--- src/hdl/r3329_pkg.sv ---
package r3329_pkg;

	localparam int unsigned WORD_W  = 32;
	localparam int unsigned LANES   = 6;
	localparam int unsigned PAIRS   = LANES / 2;
	localparam int unsigned RES_W   = 12;
	localparam int unsigned MU_W    = 21;
	// remainder before the conditional subtract stays below 2*Q
	localparam int unsigned REM_W   = 13;
	localparam int unsigned PROD_W  = 2 * RES_W;
	localparam int unsigned PAIR_W  = PROD_W + 1;
	localparam int unsigned SUM_W   = PROD_W + 3;
	localparam int unsigned STAGES  = 9;

	localparam logic [RES_W-1:0] MOD_Q      = 12'd3329;
	localparam logic [MU_W-1:0]  BARRETT_MU = 21'd1290167;

	typedef logic [RES_W-1:0] res_t;
	typedef logic [WORD_W-1:0] word_t;

	// 2^(32*i) mod q for each word position
	localparam res_t WORD_WEIGHT [LANES] = '{
		12'd1, 12'd1353, 12'd2988, 12'd1358, 12'd3095, 12'd2982
	};

endpackage

--- src/hdl/r3329_merge.sv ---
module r3329_merge (
	input  logic                                clk,
	input  logic                                en,
	input  logic [r3329_pkg::PROD_W-1:0]        prod [r3329_pkg::LANES],
	output logic [r3329_pkg::SUM_W-1:0]         sum
);

	logic [r3329_pkg::PAIR_W-1:0] pair_s5 [r3329_pkg::PAIRS];
	logic [r3329_pkg::SUM_W-1:0]  sum_s6;

	always_ff @(posedge clk) begin
		if (en) begin
			for (int i = 0; i < r3329_pkg::PAIRS; i++) begin
				pair_s5[i] <= r3329_pkg::PAIR_W'(prod[2*i])
					+ r3329_pkg::PAIR_W'(prod[2*i+1]);
			end
			sum_s6 <= r3329_pkg::SUM_W'(pair_s5[0]) + r3329_pkg::SUM_W'(pair_s5[1])
				+ r3329_pkg::SUM_W'(pair_s5[2]);
		end
	end

	assign sum = sum_s6;

endmodule
--- config.mk ---
export PLATFORM = sky130hd
export DESIGN_NAME = r3329_merge
export DESIGN_NICKNAME = d
export VERILOG_FILES = /design/src/hdl/r3329_pkg.sv /design/src/hdl/r3329_merge.sv
export SDC_FILE = /design/constraint.sdc
export NUM_CORES = 1
export LEC_CHECK = 0
export ABC_AREA = 1
export BUFFER_PORTS_ARGS = -buffer_cell sky130_fd_sc_hd__buf_2
export CAP_MARGIN = 20
export CELL_PAD_IN_SITES_DETAIL_PLACEMENT = 0
export CELL_PAD_IN_SITES_GLOBAL_PLACEMENT = 1
export CORE_ASPECT_RATIO = 0.9
export CORE_MARGIN = 3
export CORE_UTILIZATION = 30
export DETAILED_ROUTE_END_ITERATION = 8
export PLACE_DENSITY = 0.7
export SLEW_MARGIN = 25
export SYNTH_ARGS = -nofsm -noshare
export SYNTH_HDL_FRONTEND = slang
export SYNTH_SLANG_ARGS = --single-unit
--- constraint.sdc ---
create_clock -name clk -period 2.13 [get_ports clk]
set_input_delay 0.1065 -clock clk [delete_from_list [all_inputs] [get_ports clk]]
set_output_delay 0.1065 -clock clk [all_outputs]
set_load 0.02 [all_outputs]
* Word level (Yosys, flattened, before mapping) *
Memory sizes are Yosys's and may differ from the RTL's.
Index checks and enable logic that the tools add are counted.

operators by class
  muxes and demuxes = 2
  add/sub/neg operators = 5

operator list
  cell                                       count
  24-bit by 24-bit adder with 25-bit output  3
  26-bit by 25-bit adder with 27-bit output  1
  25-bit by 25-bit adder with 26-bit output  1
  1-bit 2-to-1 mux                           2

storage, ports and cells
  bits in writable memories = 75
  bits in registers = 27
  word-level logic and storage cells = 9
  output and inout bits = 27
  input port bits = 146
  memories kept = 1

memory list
  name     words  width  rd ports  clocked after memory_dff  wr ports  RTL line          source
  pair_s5  3      25     3         0                         3         r3329_merge.sv:8  logic [r3329_pkg::PAIR_W-1:0] pair_s5 [r3329_pkg::PAIRS];

* Depth between registers and ports, before layout *
  depth in word-level cells = 2
  mapped depth = 15
  mapped depth without buffers = 15

* Worst setup path before layout *
OpenSTA, ideal clock, no wires.

  path type = reg-to-reg
  from = memory pair_s5[0][1] (netlist bit)
  to = register sum_s6, in the netlist sum[21], data pin
  stages on the path, launching flop included = 12
  setup time = 0.253 ns
  period minus slack after synthesis = 2.348 ns
  arrival = 2.095 ns
  buffers on the path = 0
  path slack = -0.218 ns
  required time = 1.877 ns
  cells stage by stage = edfxtp_1 > fa_1 > ha_1 > inv_1 > fa_1 > inv_1 > nand2_1 > nand2_1 > and2_1 > nand3b_1 > nand4_1 > nand2_1

RTL lines
  what                    RTL line           source
  start: declaration      r3329_merge.sv:8
  end signal: assignment  r3329_merge.sv:17  sum_s6 <= r3329_pkg::SUM_W'(pair_s5[0]) + r3329_pkg::SUM_W'(pair_s5[1])
  end: declaration        r3329_merge.sv:9   logic [r3329_pkg::SUM_W-1:0] sum_s6;

==> out/qor.txt <==
Fin crit share: 110.3%
Row count: 64
Count of input and output buffers: 172
VDD IR-drop max: 0.5591 mV
DRT Wirelength: 33030 µm
CTS tree: done
Rel. slew slack: 70.07%
Failing checks: negative setup slack
Worst setup path start: pair_s5[0][53]
I/O pin count: 173
Initial core utilization: 30.86%
Yosys warnings: 0
CTS root buf: clkbuf_16
Hold Crit Class: input port to register
DRT iter0 DRCs: 630
Core Area: 34430 µm²
Number of distinct library cells after synthesis: 21
Pre-Repair DR Iteration Count: 5
Leak Pwr: 7.351 nW
Hold Fails Final Rpt: 0
Share of cells above drive strength 1: 22.07%
Crit path to: sum[15]
Synth Cell Area: 10630 µm²
Hold Buf Count CTS: 0
Global-route wire length before repair: 51540 µm
DRC viols: 0
Slew Viols, Final: 0
CP arrival: 2470 ps
Most frequent cells in the layout: nand2_1, inv_1, buf_2
Initial antenna violation count: 3
Antenna-violating nets left: 0
Worst Clk Skew: 4.117 ps
Avg Cell Area, Syn: 6.588 µm²
Worst reg-to-reg path cell count: 10
Routed vias: 10257
Tot GR Track Use: 17.46%
TritonCTS Buffers: 9
Die Area: 37720 µm²
Slew at the pin closest to its max-slew limit: 447.5 ps
HPWL after detailed placement: 28480 µm
Mapped Cells: 1613
CP Capture Type: register
Crit path max fanout: 5
Max Fclk: 425.7 MHz
Outcome: complete, but fails checks
Routed length per instance: 14.23 µm
Nets: 2124
Crit path time final: 2349 ps
PD cells: 1008 nW/µm²
Worst r2r src: pair_s5[0][53]
Clock transition at path regs: 70 ps
Setup-failing EPs final: 23
Worst setup SP type: register
H-tree Lvls: 3
Worst R2R Setup Slack: -220 ps
Cell Count, Final, Fillers Out: 2321
Final core utilization: 39.74%
RR Endpoint: sum[15]
Critical path class: register to register
GRT overflow: 0
Fin worst setup slack: -219.1 ps
Area Overhead vs Synth: 28.76%
Yosys reg bits: 102
Worst EP required: 2250 ps
Clock Latency Late Sink: 360 ps
Largest net degree at the start of global routing: 49
Max Cap Viol: 0
Vias in the first global route: 9686
Setup repair after global routing missed its margin: true
Chip width: 204.4 µm
Commonest non-fill, non-tap cell in the layout: nand2_1
Drt via density: 4.419
Post-Syn Nets: 1884
Placer Congestion: 0.8905
Post-synthesis sequential area ratio: 28.82%
Placed cell count: 2298
Die Y: 184.5 µm
Clk sinks: 102
Max Root-Sink Buffers: 2
## metrics by stage
step | hold slack, ps | area [µm²] | setup WS, ps | power [mW] | TNS, ps
5_1_grt | 62.85 | 13680 | -304.1 | 14.88 | -5158
4_1_cts | 48.23 | 13440 | -201.1 | 13.19 | -2653
3_5_place_dp | 419.1 | 12510 | -301.8 | 10.07 | -4791
3_3_place_gp | 427.9 | 12510 | -286.5 | 10.05 | -4197
6_report | 50.17 | 13680 | -219.1 | 13.80 | -3059
2_1_floorplan | 219.0 | 10670 | -132.4 | 7.384 | -583.1
## layout make-up
cell class / count / area [µm²]
Antenna cell: 1 / 2.502
Clock buffer: 9 / 225.2
Clock inverter: 7 / 71.32
Fill cell: 3722 / 20750
Inverter: 335 / 1262
Multi-Input combinational cell: 1176 / 7142
Sequential cell: 102 / 3063
Tap cell: 462 / 578.1
Timing Repair Buffer: 229 / 1339
## cells by family (layout without fill, tap and decap cells)
| logic type | after synthesis | after routing | synth area share (%) |
|---|---|---|---|
| simple gates | 947 | 947 | 35.97 |
| fa+ha+maj | 125 | 125 | 16.77 |
| xor+xnor | 45 | 45 | 3.709 |
| compound gates | 59 | 59 | 2.896 |
| flops | 102 | 102 | 28.82 |
| buf+inv | 335 | 580 | 11.83 |
| other cells | 0 | 1 | 0 |
## cells in the mapped netlist, drive strengths merged
master | number | share of area [%]
nor3 | 12 | 0.57
ha | 96 | 11
fa | 29 | 5.5
nand4 | 22 | 1.3
edfxtp | 102 | 29
nand2 | 677 | 24
a21oi | 55 | 2.6
nand3b | 5 | 0.35
o21ai | 2 | 0.16
or2 | 3 | 0.18
nand3 | 89 | 4.2
xnor2 | 4 | 0.33
nor2 | 135 | 5.1
xor2 | 41 | 3.4
and2 | 4 | 0.24
inv | 335 | 12
o21bai | 2 | 0.14
## worst max-delay path: stages (launching register included)
cell and delay (ps):
edfxtp_1 480, fa_1 530, ha_4 310, buf_12 110, nand2_1 50, nor2_1 210
nand2_2 100, nand3_4 120, nand3_2 90, nand3_2 60, nand2_1 50
## where the power goes
part           switching (mW)  total, mW  leakage, nW  internal [mW]
clock network           0.750       1.66        0.140          0.913
registers               0.226       3.19        0.999           2.97
logic                    5.17       8.94         6.21           3.77
## flip-flops by register name (all words and copies together) (netlist names)
signal   cells
pair_s5     75
sum         27
## worst min path at each step
stage / startpoint / endpoint / slack [ps] / cells past startpoint
after floorplan: en / pair_s5[0][0] / 220 / 0
final: prod[120] / pair_s5[0][0] / 50 / 2
after global routing: prod[120] / pair_s5[0][0] / 60 / 2
after global placement: prod[120] / pair_s5[0][0] / 430 / 2
after CTS: prod[120] / pair_s5[0][0] / 50 / 2
after detailed placement: prod[120] / pair_s5[0][0] / 420 / 2
## routing by layer
metal | up-vias | wire length [µm] | GRT usage [%]
li1 | 5436 | - | -
met1 | 4575 | 16360 | 25.30
met2 | 219 | 14630 | 28.08
met3 | 25 | 1593 | 2.508
met4 | 2 | 435 | 2.999
met5 | - | 13 | 0
## what timing repair did
| item | in CTS | in global routing |
|---|---|---|
| setup buffers | 4 | 2 |
| endpoints found under the setup margin | 22 | 22 |
| gates resized for setup | 126 | 58 |
| pin swaps | 52 | 59 |
(Power assumes the default switching activity.)
