**config.mk**
```make
export PLATFORM = sky130hd
export DESIGN_NAME = r3329_barrett
export DESIGN_NICKNAME = d
export VERILOG_FILES = /design/src/hdl/r3329_pkg.sv /design/src/hdl/r3329_barrett.sv
export SDC_FILE = /design/constraint.sdc
export NUM_CORES = 1
export LEC_CHECK = 0
export BUFFER_PORTS_ARGS = -buffer_cell sky130_fd_sc_hd__buf_2
export CORE_ASPECT_RATIO = 1.75
export CORE_MARGIN = 2
export CORE_UTILIZATION = 25
export DETAILED_ROUTE_END_ITERATION = 10
export PLACE_DENSITY = 0.5
export SYNTH_ARGS = -nofsm -noshare
export SYNTH_HDL_FRONTEND = slang
export SYNTH_SLANG_ARGS = --single-unit
```
**constraint.sdc**
```tcl
create_clock -name clk -period 6.5 [get_ports clk]
set_input_delay 0 -clock clk [delete_from_list [all_inputs] [get_ports clk]]
set_output_delay 0 -clock clk [all_outputs]
set_load 0.02 [all_outputs]
```
**src/hdl/r3329_pkg.sv**
```systemverilog
package r3329_pkg;

	localparam int unsigned WORD_W  = 32;
	localparam int unsigned LANES   = 6;
	localparam int unsigned PAIRS   = LANES / 2;
	localparam int unsigned RES_W   = 12;
	localparam int unsigned MU_W    = 21;
	// remainder before the conditional subtract stays below 2*Q
	localparam int unsigned REM_W   = 13;
	localparam int unsigned PROD_W  = 2 * RES_W;
	localparam int unsigned PAIR_W  = PROD_W + 1;
	localparam int unsigned SUM_W   = PROD_W + 3;
	localparam int unsigned STAGES  = 9;

	localparam logic [RES_W-1:0] MOD_Q      = 12'd3329;
	localparam logic [MU_W-1:0]  BARRETT_MU = 21'd1290167;

	typedef logic [RES_W-1:0] res_t;
	typedef logic [WORD_W-1:0] word_t;

	// 2^(32*i) mod q for each word position
	localparam res_t WORD_WEIGHT [LANES] = '{
		12'd1, 12'd1353, 12'd2988, 12'd1358, 12'd3095, 12'd2982
	};

endpackage

```
**src/hdl/r3329_barrett.sv**
```systemverilog
module r3329_barrett (
	input  logic              clk,
	input  logic              en,
	input  r3329_pkg::word_t  v,
	output r3329_pkg::res_t   rem
);

	logic [r3329_pkg::WORD_W+r3329_pkg::MU_W-1:0]  mu_prod;
	logic [r3329_pkg::MU_W+r3329_pkg::RES_W-1:0]   q_prod;
	logic [r3329_pkg::MU_W-1:0]                    quot_s1;
	logic [r3329_pkg::REM_W-1:0]                   vlo_s1;
	logic [r3329_pkg::REM_W-1:0]                   vlo_s2;
	logic [r3329_pkg::REM_W-1:0]                   qq_s2;
	logic [r3329_pkg::REM_W-1:0]                   diff;
	logic [r3329_pkg::REM_W-1:0]                   q_ext;
	r3329_pkg::res_t                               rem_s3;

	assign mu_prod = v * r3329_pkg::BARRETT_MU;
	assign q_prod  = quot_s1 * r3329_pkg::MOD_Q;
	assign q_ext   = {1'b0, r3329_pkg::MOD_Q};
	// only the low bits matter: the true remainder fits REM_W
	assign diff    = vlo_s2 - qq_s2;

	always_ff @(posedge clk) begin
		if (en) begin
			quot_s1 <= mu_prod[r3329_pkg::WORD_W +: r3329_pkg::MU_W];
			vlo_s1  <= v[r3329_pkg::REM_W-1:0];
			qq_s2   <= q_prod[r3329_pkg::REM_W-1:0];
			vlo_s2  <= vlo_s1;
			if (diff >= q_ext) begin
				rem_s3 <= r3329_pkg::RES_W'(diff - q_ext);
			end else begin
				rem_s3 <= diff[r3329_pkg::RES_W-1:0];
			end
		end
	end

	assign rem = rem_s3;

endmodule

```
After elaboration in Yosys (flattened, before gate mapping)

Cells that the tools add are included.

Add/subtract/negate cells: 2
Multipliers: 2
$lt $le $gt $ge: 1
Mux-type cells: 1

Operators with widths:

| cell                                                                    | number |
|---|---|
| 32-bit by 21-bit multiplier with 53-bit output, second input constant   | 1 |
| 21-bit by 12-bit multiplier with 13-bit output, second input constant   | 1 |
| 13-bit by 12-bit >= comparator with 1-bit output, second input constant | 1 |
| 13-bit subtractor                                                       | 1 |
| 12-bit 2-to-1 mux                                                       | 1 |
| 12-bit subtractor, second input constant                                | 1 |

Register bits: 72
Bits of input ports: 34
Output and inout bits: 12

Depth between registers and ports, before layout

Depth in word-level cells: 3
Gate-level depth with buffers: 21
Mapped depth without buffers: 21

Worst setup path before layout

No wires, ideal clock.

Path type: input to register
From: input v[13]
To: register quot_s1[7] in the netlist's numbering, data pin
Library setup time: 0.258 ns
Arrival time: 5.755 ns
Data required time: 6.242 ns
Slack: 0.487 ns
Stages on the path: 20
Path buffers: 0
Path through: inv_1 -> fa_1 -> inv_1 -> fa_1 -> inv_1 -> fa_1 -> inv_1 -> fa_1 -> fa_1 -> fa_1 -> fa_1 -> ha_1 -> nand3_1 -> nor3_2 -> nand2_1 -> or4b_1 -> and4_4 -> o31ai_2 -> a21oi_1 -> xnor2_1

Cells in the longest elaborated chain, start to end: 1

Ends and longest elaborated chain:

| what                                           | line                | RTL |
|---|---|---|
| from (decl)                                    | r3329_barrett.sv:4  | `input r3329_pkg::word_t v,` |
| 32-bit by 21-bit multiplier with 53-bit output | r3329_barrett.sv:18 | `assign mu_prod = v * r3329_pkg::BARRETT_MU;` |
| net mu_prod, one bit                           | r3329_barrett.sv:8  | `logic [r3329_pkg::WORD_W+r3329_pkg::MU_W-1:0] mu_prod;` |
| to (signal assigned)                           | r3329_barrett.sv:26 | `quot_s1 <= mu_prod[r3329_pkg::WORD_W +: r3329_pkg::MU_W];` |
| to (decl)                                      | r3329_barrett.sv:10 | `logic [r3329_pkg::MU_W-1:0] quot_s1;` |

The timed path passes the listed nets, and every way through them passes these cells.
A chain may end at the register's enable or synchronous reset.

Worst setup path after layout

From: input v[8]
To: register quot_s1[7] in the netlist's numbering, data pin

The elaborated chain is that of the path after synthesis.

==> results.yml <==
cts:
  clock_latency_ps: 360
  ctsResizeCount: 0
  clk_pin_slew_ps: 60
  root_buffer: "clkbuf_16"
  htreeDepth: 3
  clockBufferDepth: 2
  cts_buffers: 9
  clock-sinks: 64
  tritoncts: "done"
critical_path:
  rr_worst_depth: 11
  worstReg2RegEnd: "rem[9]$_DFFE_PP_"
  cp.arrival_ps: 6170
  regToRegSetupSlack_ps: 3180
  worstReg2RegStart: "vlo_s2[0]$_DFFE_PP_"
  path_max_fanout: 6
  start_kind: "input pin"
  cp-end-kind: "register"
  path_class: "in2reg"
  cp_data_required_time_ps: 6620
floorplan:
  core_sq_mm: 0.05534
  rows: 114
  die_x_um: 183.1
  die_h_um: 317.5
  die-area_sq_mm: 0.05814
  io_pins: 46
  initial_utilization_pct: 25.37
grt:
  grt_overflow_total: 0
  grt_usage_pct: 14.82
  grt_max_degree: 65
  grt_pass1_vias: 10370
  grt_pass1_wl_mm: 62.38
  antenna_found_initial: 0
timing:
  fmax_mhz: 165.3
  finalHoldViolCount: 0
  drv_slew: 0
  fin_crit_ps: 6051
  slew_headroom_pct: 38.17
  layout_setup_ws_ps: 448.7
  fin_setup_tns_ps: 0
  setup_violations: 0
  rsz0062_at_grt: "false"
  worstMarginPinSlew_ps: 927.4
  finClkSkew_ps: 9.886
  fin_crit_sh_pct: 93.10
routing:
  first_pass_iters: 4
  wl_per_cell_um: 20.55
  drt_iter0_markers: 347
  antenna_left: 0
  viasPerCell: 4.466
  wl_mm: 41.00
  num_vias: 8909
  drc_errors: 0
final_layout:
  diodes: 0
  final_util_pct: 28.42
  finalNetCount: 1854
  drive_above_1_share_pct: 8.237
  syn_to_final_growth_pct: 12.04
  fin_area_sq_mm: 0.01573
hold_path:
  hold_end: "vlo_s1[8]$_DFFE_PP_"
  hold_class: "in2reg"
  hp-start: "v[8]"
  hold_depth: 1
synth:
  synthSimpleGateAreaFrac_pct: 4.029
  ys_types: 62
  yosys.area_share.adder_pct: 63.03
  synthMuxAreaShare_pct: 0.2941
  synth_compound_area_share_pct: 6.898
  synth_nets: 1771
  async_reset_ff_share_pct: 0
  synth-xor-area-share_pct: 3.235
  synth-seq-cells: 64
  synth_edf_count: 64
  yosysWarnings: 0
  yosysSeqAreaShare_pct: 13.69
  synthFlopType: "edfxtp_1"
  syn-cell-area_sq_mm: 0.01404
  synthCells: 1211
  synth_top_family_by_area: "adder cells"
  syn_area_per_cell_sq_um: 11.59
placement:
  gp_congestion: 0.8997
  hpwlAfterDp_mm: 37.67
  pre_cts_ws_ps: 38.86
  placed_cell_area_sq_mm: 0.01534
  port_buffers: 45
flow_run:
  drv_cap: 0
status:
  outcome: "complete, no violations"
-- cell usage in the layout (no fill, tap or decap), types with 4 or more instances in the layout --
master,synthesis,final
fa_1,302,302
inv_1,323,323
o22ai_1,4,4
or3_1,5,5
a21o_1,19,19
nor3_1,12,12
edfxtp_1,64,64
ha_1,224,224
a211oi_1,8,8
nand3_1,13,13
nor2_1,15,15
and2_1,7,7
o211ai_1,7,7
o21a_1,6,6
xor2_1,20,20
a21oi_1,42,42
clkbuf_16,0,9
nand4_1,8,8
and3_1,7,7
buf_4,0,28
buf_2,3,45
nand2_1,15,15
xnor2_1,30,30
dlygate4sd3_1,0,4
o21ai_0,14,14
o311ai_1,5,5
o31ai_1,4,4
-- worst max path at each step --
| stage | slack (ps) | depth (start not counted) | endpoint | from |
|---|---|---|---|---|
| 2_1_floorplan | 490 | 20 | quot_s1[7]$_DFFE_PP_ | v[13] |
| 3_3_place_gp | 110 | 21 | quot_s1[7]$_DFFE_PP_ | v[8] |
| 3_5_place_dp | 40 | 21 | quot_s1[7]$_DFFE_PP_ | v[12] |
| 4_1_cts | 410 | 21 | quot_s1[7]$_DFFE_PP_ | v[12] |
| 5_1_grt | 180 | 21 | quot_s1[7]$_DFFE_PP_ | v[8] |
| 6_report | 450 | 21 | quot_s1[7]$_DFFE_PP_ | v[8] |
-- layout make-up --
class / instances / area (sq um)
Timing Repair Buffer: 78 / 495.5
Multi-Input combinational cell: 818 / 10880
Inverter: 323 / 1212
Fill cell: 5747 / 39610
Tap cell: 696 / 870.8
Clock buffer: 9 / 225.2
Sequential cell: 64 / 1922
Clock inverter: 7 / 125.1
-- logic make-up after synthesis --
| group | after synthesis |
|---|---|
| adders and majority gates | 526 |
| buffers and inverters | 329 |
| AOI/OAI and AO/OA | 138 |
| and+or+nand+nor | 99 |
| DFF | 64 |
| xor gates and xnor gates | 51 |
| muxes | 4 |
-- what timing repair did --
| item | CTS | global route |
|---|---|---|
| hold buffers | 4 | 0 |
| setup buffers | 0 | 0 |
| hold endpoints to repair | 4 | 0 |
-- cell usage after synthesis, types with 3 or more instances --
master      n  share of area [%]
and3_1      7               0.31
mux2i_1     3               0.21
fa_1      302                 43
xnor2_1    30                1.9
ha_1      224                 20
a21o_1     19                1.0
buf_2       3               0.11
nor2_1     15               0.40
o31ai_1     4               0.21
o311ai_1    5               0.31
o21bai_1    3               0.16
clkbuf_1    3              0.080
o21ai_0    14               0.50
o211ai_1    7               0.37
inv_1     323                8.6
and2_1      7               0.31
nor3_1     12               0.43
a31oi_1     3               0.13
nand3_1    13               0.46
xor2_1     20                1.2
a211oi_1    8               0.43
nand4_1     8               0.36
a21oi_1    42                1.5
nand2b_1    3               0.13
o22ai_1     4               0.18
edfxtp_1   64                 14
nand2_1    15               0.40
o21a_1      6               0.32
or3_1       5               0.22
-- worst max-delay path, stage by stage --
cell     delay [ps]
buf_2           220
inv_1           160
fa_1            600
xor2_1          180
ha_1            290
inv_1            50
fa_1            590
inv_1            70
fa_1            470
fa_1            530
fa_1            530
fa_1            510
ha_1            330
nand2_1          70
nor3_2          130
nand2_1          70
or4b_1          560
and4_4          250
o31ai_2         290
a21oi_1         130
xnor2_1         140
-- per-layer routing --
layer	vias to the layer above	track usage [%]	share of wire [%]
li1	4069	-	-
met1	4596	14.12	32
met2	159	29.20	58
met3	85	1.041	1.5
met4	0	10.68	8.2
met5	-	0	0
-- state kept, by name (all words and copies together) (netlist names) --
name / cells
vlo_s1: 13
rem: 12
vlo_s2: 13
quot_s1: 13
qq_s2: 13
-- per-stage QoR --
| stage | hold WS (ps) | cells |
|---|---|---|
| 6_report | 19.17 | 1995 |
| 5_1_grt | 13.01 | 1995 |
| 4_1_cts | 4.347 | 1995 |
| 3_5_place_dp | 315.7 | 1975 |
| 3_3_place_gp | 319.5 | 1975 |
| 2_1_floorplan | 98.87 | 1211 |
Power is not shown: default switching activity piles up to over one toggle a cycle in this logic, so the estimate is an artifact.
