## src/hdl/r3329_pkg.sv

```systemverilog
package r3329_pkg;

	localparam int unsigned WORD_W  = 32;
	localparam int unsigned LANES   = 6;
	localparam int unsigned PAIRS   = LANES / 2;
	localparam int unsigned RES_W   = 12;
	localparam int unsigned MU_W    = 21;
	// remainder before the conditional subtract stays below 2*Q
	localparam int unsigned REM_W   = 13;
	localparam int unsigned PROD_W  = 2 * RES_W;
	localparam int unsigned PAIR_W  = PROD_W + 1;
	localparam int unsigned SUM_W   = PROD_W + 3;
	localparam int unsigned STAGES  = 9;

	localparam logic [RES_W-1:0] MOD_Q      = 12'd3329;
	localparam logic [MU_W-1:0]  BARRETT_MU = 21'd1290167;

	typedef logic [RES_W-1:0] res_t;
	typedef logic [WORD_W-1:0] word_t;

	// 2^(32*i) mod q for each word position
	localparam res_t WORD_WEIGHT [LANES] = '{
		12'd1, 12'd1353, 12'd2988, 12'd1358, 12'd3095, 12'd2982
	};

endpackage

```

## src/hdl/r3329_barrett.sv

```systemverilog
module r3329_barrett (
	input  logic              clk,
	input  logic              en,
	input  r3329_pkg::word_t  v,
	output r3329_pkg::res_t   rem
);

	logic [r3329_pkg::WORD_W+r3329_pkg::MU_W-1:0]  mu_prod;
	logic [r3329_pkg::MU_W+r3329_pkg::RES_W-1:0]   q_prod;
	logic [r3329_pkg::MU_W-1:0]                    quot_s1;
	logic [r3329_pkg::REM_W-1:0]                   vlo_s1;
	logic [r3329_pkg::REM_W-1:0]                   vlo_s2;
	logic [r3329_pkg::REM_W-1:0]                   qq_s2;
	logic [r3329_pkg::REM_W-1:0]                   diff;
	logic [r3329_pkg::REM_W-1:0]                   q_ext;
	r3329_pkg::res_t                               rem_s3;

	assign mu_prod = v * r3329_pkg::BARRETT_MU;
	assign q_prod  = quot_s1 * r3329_pkg::MOD_Q;
	assign q_ext   = {1'b0, r3329_pkg::MOD_Q};
	// only the low bits matter: the true remainder fits REM_W
	assign diff    = vlo_s2 - qq_s2;

	always_ff @(posedge clk) begin
		if (en) begin
			quot_s1 <= mu_prod[r3329_pkg::WORD_W +: r3329_pkg::MU_W];
			vlo_s1  <= v[r3329_pkg::REM_W-1:0];
			qq_s2   <= q_prod[r3329_pkg::REM_W-1:0];
			vlo_s2  <= vlo_s1;
			if (diff >= q_ext) begin
				rem_s3 <= r3329_pkg::RES_W'(diff - q_ext);
			end else begin
				rem_s3 <= diff[r3329_pkg::RES_W-1:0];
			end
		end
	end

	assign rem = rem_s3;

endmodule

```

## src/hdl/r3329_lane.sv

```systemverilog
module r3329_lane (
	input  logic                                clk,
	input  logic                                en,
	input  r3329_pkg::word_t                    w,
	input  r3329_pkg::res_t                     weight,
	output logic [r3329_pkg::PROD_W-1:0]        prod
);

	r3329_pkg::res_t                     red;
	logic [r3329_pkg::PROD_W-1:0]        prod_s4;

	r3329_barrett u_barrett (
		.clk (clk),
		.en  (en),
		.v   (w),
		.rem (red)
	);

	always_ff @(posedge clk) begin
		if (en) begin
			prod_s4 <= red * weight;
		end
	end

	assign prod = prod_s4;

endmodule

```

## config.mk

```make
export PLATFORM = sky130hd
export DESIGN_NAME = r3329_lane
export DESIGN_NICKNAME = d
export VERILOG_FILES = /design/src/hdl/r3329_pkg.sv /design/src/hdl/r3329_barrett.sv /design/src/hdl/r3329_lane.sv
export SDC_FILE = /design/constraint.sdc
export NUM_CORES = 1
export LEC_CHECK = 0
export BUFFER_PORTS_ARGS = -buffer_cell sky130_fd_sc_hd__buf_2
export CAP_MARGIN = 10
export CORE_UTILIZATION = 40
export CTS_CLUSTER_DIAMETER = 200
export DETAILED_ROUTE_END_ITERATION = 8
export HOLD_SLACK_MARGIN = 0.02
export SETUP_SLACK_MARGIN = 0.02
export SYNTH_ARGS = -nofsm -noshare
export SYNTH_HDL_FRONTEND = slang
export SYNTH_SLANG_ARGS = --single-unit
```

## constraint.sdc

```tcl
create_clock -name clk -period 8 [get_ports clk]
set_input_delay 2 -clock clk [delete_from_list [all_inputs] [get_ports clk]]
set_output_delay 2 -clock clk [all_outputs]
set_load 0.02 [all_outputs]
```

## Word level (Yosys, flattened, before mapping)

Index checks and enable logic that the tools add are counted.

| storage, ports and cells | value |
|---|---|
| bits of input ports | 46 |
| flip-flop bits (word level) | 96 |
| output and inout port bits | 24 |

| cells by class | value |
|---|---|
| $add $sub $neg | 2 |
| $mul | 3 |
| order comparisons | 1 |
| multiplexer cells | 1 |

Operators with widths:

| operator | number |
|---|---|
| multiplier 32 x 21 -> 53 bit (second input constant) | 1 |
| multiplier 12 x 12 -> 24 bit | 1 |
| multiplier 21 x 12 -> 13 bit (second input constant) | 1 |
| >= comparator 13 x 12 -> 1 bit (second input constant) | 1 |
| subtractor 13 bit | 1 |
| two-way mux 12 bit | 1 |
| subtractor 12 bit (second input constant) | 1 |

## Longest topological paths before layout

Gate-level depths: netlist of the first run.

| depth | value |
|---|---|
| depth after elaboration | 3 |
| mapped depth | 22 |
| depth with buffers taken out | 22 |

## Modules after synthesis

From an unflattened synthesis of the first run, not the netlist that was laid out.

| second synthesis, totals | value |
|---|---|
| cell total of the unflattened synthesis | 1889 |
| area total of the unflattened synthesis | 19851.5 µm² |

By module, submodules not included:

| module | sequential area each (µm²) | cells each | instances | area an instance (µm²) |
|---|---|---|---|---|
| r3329_barrett | 1921.8 | 1293 | 1 | 14351.3 |
| r3329_lane | 720.7 | 596 | 1 | 5500.3 |

## Least setup slack after synthesis of the first run

OpenSTA, ideal clock, no wires.

| timing | value |
|---|---|
| path type | input to register |
| start point | in w[22] |
| end point | reg u_barrett.quot_s1[6] (netlist bit) (data pin) |
| data arrival time | 7.482 ns |
| path slack | 0.255 ns |
| stages on the path | 21 |
| cell sequence | inv_1 > fa_1 > inv_1 > fa_1 > inv_1 > fa_1 > inv_1 > fa_1 > fa_1 > fa_1 > inv_1 > fa_1 > inv_1 > ha_1 > o211a_1 > a221oi_1 > a21oi_1 > or2_2 > o221ai_1 > o21bai_1 > xor2_1 |

| on the way | value |
|---|---|
| longest elaborated chain between the ends | 1 |

Ends and longest elaborated chain:

| item | line | text |
|---|---|---|
| start, declared | r3329_lane.sv:4 | `input r3329_pkg::word_t w,` |
| multiplier 32 x 21 -> 53 bit | r3329_barrett.sv:18 | `assign mu_prod = v * r3329_pkg::BARRETT_MU;` |
| named net u_barrett.mu_prod (one bit) | r3329_barrett.sv:8 | `logic [r3329_pkg::WORD_W+r3329_pkg::MU_W-1:0] mu_prod;` |
| end signal, assigned | r3329_barrett.sv:26 | `quot_s1 <= mu_prod[r3329_pkg::WORD_W +: r3329_pkg::MU_W];` |
| end, declared | r3329_barrett.sv:10 | `logic [r3329_pkg::MU_W-1:0] quot_s1;` |

The timed path passes the listed nets, and every way through them passes these cells.
A chain may end at the register's enable or synchronous reset.

## Worst setup path in the final report of the first run

| timing | value |
|---|---|
| start point | in w[7] |
| end point | reg u_barrett.quot_s1[6] (netlist bit) (data pin) |

Same word-level chain as after synthesis.

==> flow_summary.toml, run 1 <==
[grt]
overflow = 0
grt_pass1_vias = 13700
grt_pass1_wl_mm = 74.36
antenna_found_initial = 0
grt_usage_pct = 19.71
grt_max_degree = 78

[cells_and_area]
fin_cells = 2539
layout_common_cells = "inv_1, fa_1, ha_1"
final_common_cell = "inv_1"
syn_to_final_growth_pct = 10.54
fillers = 4517
layout.nets = 2653
diodes = 0
drive_gt1_share_pct = 10.14

[clocking]
cts-root-buf = "clkbuf_16"
clkLatencyLatePin_ns = 0.36
cts_sinks = 88
cts_hold_buf = 0
path_clk_slew_ns = 0.07
postCtsSetupRepairBufs = 0
cts_max_level = 3
cts_made_buffers = 9
cts_tree = "built"
cts_buffer_depth = 2
cts.repair.resized = 0

[yosys]
synth_edf_count = 88
syn_inst = 1773
ys.flop_type = "edfxtp_1"
yosysUniqueCellTypes = 65
synthesis.nets = 2507
ys_ff_latch = 88
synth_seq_area_share_pct = 13.70
synth_area_per_cell_sq_um = 10.88
syn_area_sq_mm = 0.01928
yosys_warnings = 0
postSynth.asyncResetShare_pct = 0

[timing]
drv_slew = 0
timing.final.crit_share_pct = 96.50
period_needed_ns = 7.720
fin_setup_tns_ns = 0
max_slew.worst_pin.slew_ns = 0.9717
setup_viol = 0
fin_skew_ns = 0.01629
setup_ws_ns = 0.2798
fmax_mhz = 129.5
rsz0062_at_grt = "true"
finalHoldViolCount = 0
slew_headroom_pct = 35.22

[status]
status = "finished, final reports clean"

[route]
via_per_inst = 4.911
drt_first_pass_iters = 5
routed_wire_length_per_instance_um = 18.06
drt_iter0_drc = 708
final_antenna_net_count = 0
drc = 0
drt_wl_total_mm = 45.85
vias = 12470

[floorplan]
io_pins = 70
die_h_um = 221.6
dieArea_sq_mm = 0.04909
start_util_pct = 40.47
rows = 80
dieWidth_um = 221.6
core_sq_mm = 0.04765

[setup_path]
endpoint_kind = "flip-flop"
worst-path-max-fanout = 4
critPathBufInv = 5
r2r_start = "u_barrett.rem[1]"
ff2ff_setup_slack_ns = 1.75
startpoint = "w[7]"
path_depth = 22
cpPeakStageDelay_ns = 0.57
reg2regPathDepth = 18
path_cells = "buf_2 > inv_1 > fa_1 > xor2_1 > ha_1 > ha_1 > inv_1 > fa_1 > inv_1 > fa_1 > fa_1 > fa_1 > ha_1 > o21ai_1 > nor2_1 > nor4bb_1 > buf_4 > a21oi_1 > or2_2 > o221ai_1 > o21bai_1 > xor2_1"
crit_slowest_cell = "fa_1"
critical_path.top_delay_family = "adder cells"
cp-start-kind = "input pin"
critPathMostFrequentCell = "fa_1"
path_class = "in -> reg"
crit_required_ns = 8.10
crit_end = "u_barrett.quot_s1[6]"
r2r_end = "prod[21]"
critPathArrivalTime_ns = 7.82

[place]
post-place-cells = 2523
dp_slack_ns = -0.1394
dp_hpwl_mm = 41.08
portBuffers = 69
gp_congestion = 0.9323

[worst_hold_path]
hold_path_class = "reg -> reg"

[flow_run]
drv_cap = 0
[state kept, by name, summed over array words and instances, names as in the netlist]
signal             count
prod                  24
u_barrett.qq_s2       13
u_barrett.quot_s1     13
u_barrett.vlo_s1      13
u_barrett.vlo_s2      13
u_barrett.rem         12
[synthesized netlist by cell type (8+ instances only)]
| library cell | number | area [sq um] |
|---|---|---|
| inv_1 | 460 | 1727 |
| fa_1 | 402 | 8048 |
| ha_1 | 286 | 3578 |
| nand2_1 | 104 | 390.4 |
| edfxtp_1 | 88 | 2643 |
| and2_1 | 60 | 375.4 |
| xnor2_1 | 53 | 464.2 |
| a21oi_1 | 47 | 235.2 |
| nor2_1 | 29 | 108.9 |
| clkbuf_1 | 24 | 90.09 |
| xor2_1 | 24 | 210.2 |
| o21ai_0 | 18 | 90.09 |
| a21o_1 | 15 | 112.6 |
| nor3_1 | 15 | 75.07 |
| nand3_1 | 14 | 70.07 |
| o211ai_1 | 10 | 75.07 |
| nand4_1 | 9 | 56.30 |
| o21a_1 | 9 | 67.56 |
| nor2b_1 | 8 | 50.05 |
[stage by stage]
step | utilization (%) | instance area (sq um) | hold slack, ns
floorplan | - | 19280 | 0.4003
global placement | 44.07 | 21000 | 0.4019
detailed placement | 44.07 | 21000 | 0.4045
CTS | 44.70 | 21300 | 0.4220
global route | 44.74 | 21320 | 0.4328
finish | 44.74 | 21320 | 0.4214
[how the worst min path moves through the flow]
stage                     slack (ns)                  from  cells after the start            endpoint
after detailed placement        0.40  u_barrett.quot_s1[6]                      0  u_barrett.qq_s2[6]
after floorplan                 0.40  u_barrett.quot_s1[5]                      0  u_barrett.qq_s2[5]
after CTS                       0.42  u_barrett.quot_s1[6]                      0  u_barrett.qq_s2[6]
after global placement          0.40  u_barrett.quot_s1[5]                      0  u_barrett.qq_s2[5]
final                           0.42  u_barrett.quot_s1[6]                      0  u_barrett.qq_s2[6]
after global routing            0.43  u_barrett.quot_s1[6]                      0  u_barrett.qq_s2[6]
[layout make-up]
class,count,area (sq um),area share [%]
clock buffer,9,225.2,1.057
clock inverter,7,75.07,0.3522
timing repair buffer,161,1051,4.931
inverter,460,1727,8.101
tap,615,769.5,3.610
multi-input combinational,1199,14830,69.55
sequential,88,2643,12.40
[worst reg2reg max path: stages (launching register included)]
cell       delay [ns]
edfxtp_1         0.72
nand2_1          0.16
fa_1             0.56
inv_1            0.06
fa_1             0.50
fa_1             0.57
inv_1            0.08
fa_1             0.55
inv_1            0.06
fa_1             0.48
ha_1             0.40
nand2_1          0.12
or4b_1           0.56
o2111ai_1        0.24
a31oi_1          0.17
nor2b_1          0.28
o211ai_1         0.19
nor2b_1          0.17
xnor2_1          0.13
[kinds of logic (layout without fill, tap and decap cells)]
logic type | after synthesis | after routing | share of synthesized area, %
adder cells (fa/ha/maj) | 688 | 688 | 60.29
buffers and inverters | 486 | 637 | 9.506
AND/OR/NAND/NOR | 272 | 272 | 7.027
AO/OA/AOI/OAI | 156 | 156 | 5.620
flip-flops | 88 | 88 | 13.70
XOR/XNOR | 78 | 78 | 3.582
multiplexers | 5 | 5 | 0.2660
[layer usage]
metal	vias to the layer above	part of all wire, %	track usage (%)
li1	5844	-	-
met1	6316	45	27.32
met2	267	49	33.29
met3	42	4.1	2.134
met4	0	2.0	4.503
met5	-	0	0
Power of run 1 is left out: the tool's default activity adds up to more than one toggle a clock period on the data nets, which glitch-free logic cannot reach.
==> run 2, diff against run 1 <==
--- a/config.mk
+++ b/config.mk
@@ -7,10 +7,13 @@
 export LEC_CHECK = 0
 export BUFFER_PORTS_ARGS = -buffer_cell sky130_fd_sc_hd__buf_2
 export CAP_MARGIN = 10
-export CORE_UTILIZATION = 40
+export CELL_PAD_IN_SITES_DETAIL_PLACEMENT = 0
+export CELL_PAD_IN_SITES_GLOBAL_PLACEMENT = 1
+export CORE_UTILIZATION = 48
 export CTS_CLUSTER_DIAMETER = 200
 export DETAILED_ROUTE_END_ITERATION = 8
 export HOLD_SLACK_MARGIN = 0.02
+export PLACE_DENSITY_LB_ADDON = 0.1
 export SETUP_SLACK_MARGIN = 0.02
 export SYNTH_ARGS = -nofsm -noshare
 export SYNTH_HDL_FRONTEND = slang
==> run 2 against run 1 <==
Against the previous run: cell area increased by 0.33%; register-to-register slack improved by 0.19 ns; global-route usage increased by 4.1 points; critical path type unchanged; critical endpoint unchanged; highest routed layer unchanged.
==> flow_summary.toml, run 2 (synthesis gave the netlist of run 1 again) <==
[status]
status = "finished, final reports clean"

[setup_path]
endpoint_kind = "flip-flop"
r2r_start = "u_barrett.rem[5]"
critPathMostFrequentCell = "fa_1"
worst-path-max-fanout = 4
ff2ff_setup_slack_ns = 1.94
critPathBufInv = 7
path_class = "in -> reg"
cpPeakStageDelay_ns = 0.58
crit_required_ns = 8.10
cp-start-kind = "input pin"
path_cells = "buf_2 > inv_1 > fa_1 > inv_1 > fa_1 > inv_1 > fa_1 > inv_1 > fa_1 > fa_1 > fa_1 > inv_1 > fa_1 > inv_1 > ha_1 > nor3_2 > o221ai_1 > a221oi_2 > a21oi_2 > or2_2 > o221ai_2 > o21bai_1 > xor2_1"
crit_slowest_cell = "fa_1"
critPathArrivalTime_ns = 7.77
r2r_end = "prod[21]"
critical_path.top_delay_family = "adder cells"
reg2regPathDepth = 18

[grt]
overflow = 0
grt_pass1_wl_mm = 74.41
antenna_found_initial = 0
grt_pass1_vias = 13840
grt_usage_pct = 23.85
grt_max_degree = 48

[floorplan]
dieArea_sq_mm = 0.04098
start_util_pct = 48.64
core_sq_mm = 0.03964
dieWidth_um = 202.4
rows = 73
die_h_um = 202.4
io_pins = 70

[timing]
fmax_mhz = 130.4
timing.final.crit_share_pct = 95.85
drv_slew = 0
period_needed_ns = 7.668
rsz0062_at_grt = "false"
slew_headroom_pct = 55.49
setup_viol = 0
fin_setup_tns_ns = 0
max_slew.worst_pin.slew_ns = 0.6654
fin_skew_ns = 0.01055
finalHoldViolCount = 0
hold_ws_ns = 0.4083

[route]
drc = 0
drt_wl_total_mm = 45.10
final_antenna_net_count = 0
vias = 12500
drt_iter0_drc = 546
drt_first_pass_iters = 4
routed_wire_length_per_instance_um = 18.26
via_per_inst = 5.059

[cells_and_area]
drive_gt1_share_pct = 11.11
diodes = 0
syn_to_final_growth_pct = 10.91
layout_common_cells = "inv_1, fa_1, ha_1"
layout.nets = 2674
regArea_sq_mm = 0.002643
largest_reg_flops = 24
multi_input_area_sq_mm = 0.01483
final_common_cell = "inv_1"
fillers = 3632

[worst_hold_path]
hold_path_end = "u_barrett.qq_s2[6]"
worstHoldStart = "u_barrett.quot_s1[6]"
hold_path_class = "reg -> reg"
holdPathStages = 0

[clocking]
clkLatencyLatePin_ns = 0.36
cts_buffer_depth = 2
cts-root-buf = "clkbuf_16"
path_clk_slew_ns = 0.07
cts_max_level = 3
cts_tree = "built"
postCtsSetupRepairBufs = 0
cts_sinks = 88
cts_made_buffers = 9

[place]
portBuffers = 69
dp_hpwl_mm = 41.08
gp_congestion = 0.9078

[flow_run]
drv_cap = 0
==> run 2: area by class of cell <==
| cell class | count | share of cell area (%) |
|---|---|---|
| tap | 525 | 3.071 |
| clock buffer | 9 | 1.053 |
| clock inverter | 7 | 0.4446 |
| sequential | 88 | 12.36 |
| multi-input combinational | 1199 | 69.35 |
| timing repair buffer | 182 | 5.651 |
| inverter | 460 | 8.073 |
==> run 2: how the worst max path moves through the flow <==
stage | startpoint | end | slack (ns) | cells after the start
floorplan | w[22] | u_barrett.quot_s1[6] | 0.26 | 21
global placement | w[22] | u_barrett.quot_s1[6] | -0.06 | 23
detailed placement | w[22] | u_barrett.quot_s1[6] | -0.23 | 23
CTS | w[22] | u_barrett.quot_s1[6] | 0.17 | 23
global route | w[22] | u_barrett.quot_s1[6] | 0.02 | 23
finish | w[22] | u_barrett.quot_s1[6] | 0.33 | 23
==> run 2: what timing repair did <==
item | in CTS | in global routing
setup endpoints to repair | 0 | 10
resized for setup | 0 | 5
hold buffers | 0 | 0
==> run 2: layer usage <==
metal	global-route usage [%]	up-vias	share of wire, %
met5	0	-	0
met4	5.639	0	1.9
met3	2.096	45	2.8
met2	41.81	192	51
met1	31.97	6377	45
li1	-	5882	-
==> run 2: through the flow <==
stage / area (sq um) / util, % / cells / setup WS (ns)
2_1_floorplan: 19280 / - / 1773 / 0.2554
3_3_place_gp: 21040 / 53.08 / 2454 / -0.06006
3_5_place_dp: 21040 / 53.08 / 2454 / -0.2282
4_1_cts: 21360 / 53.89 / 2470 / 0.1743
5_1_grt: 21390 / 53.95 / 2470 / 0.01746
6_report: 21390 / 53.95 / 2470 / 0.3319
Power of run 2 is left out for the same reason.
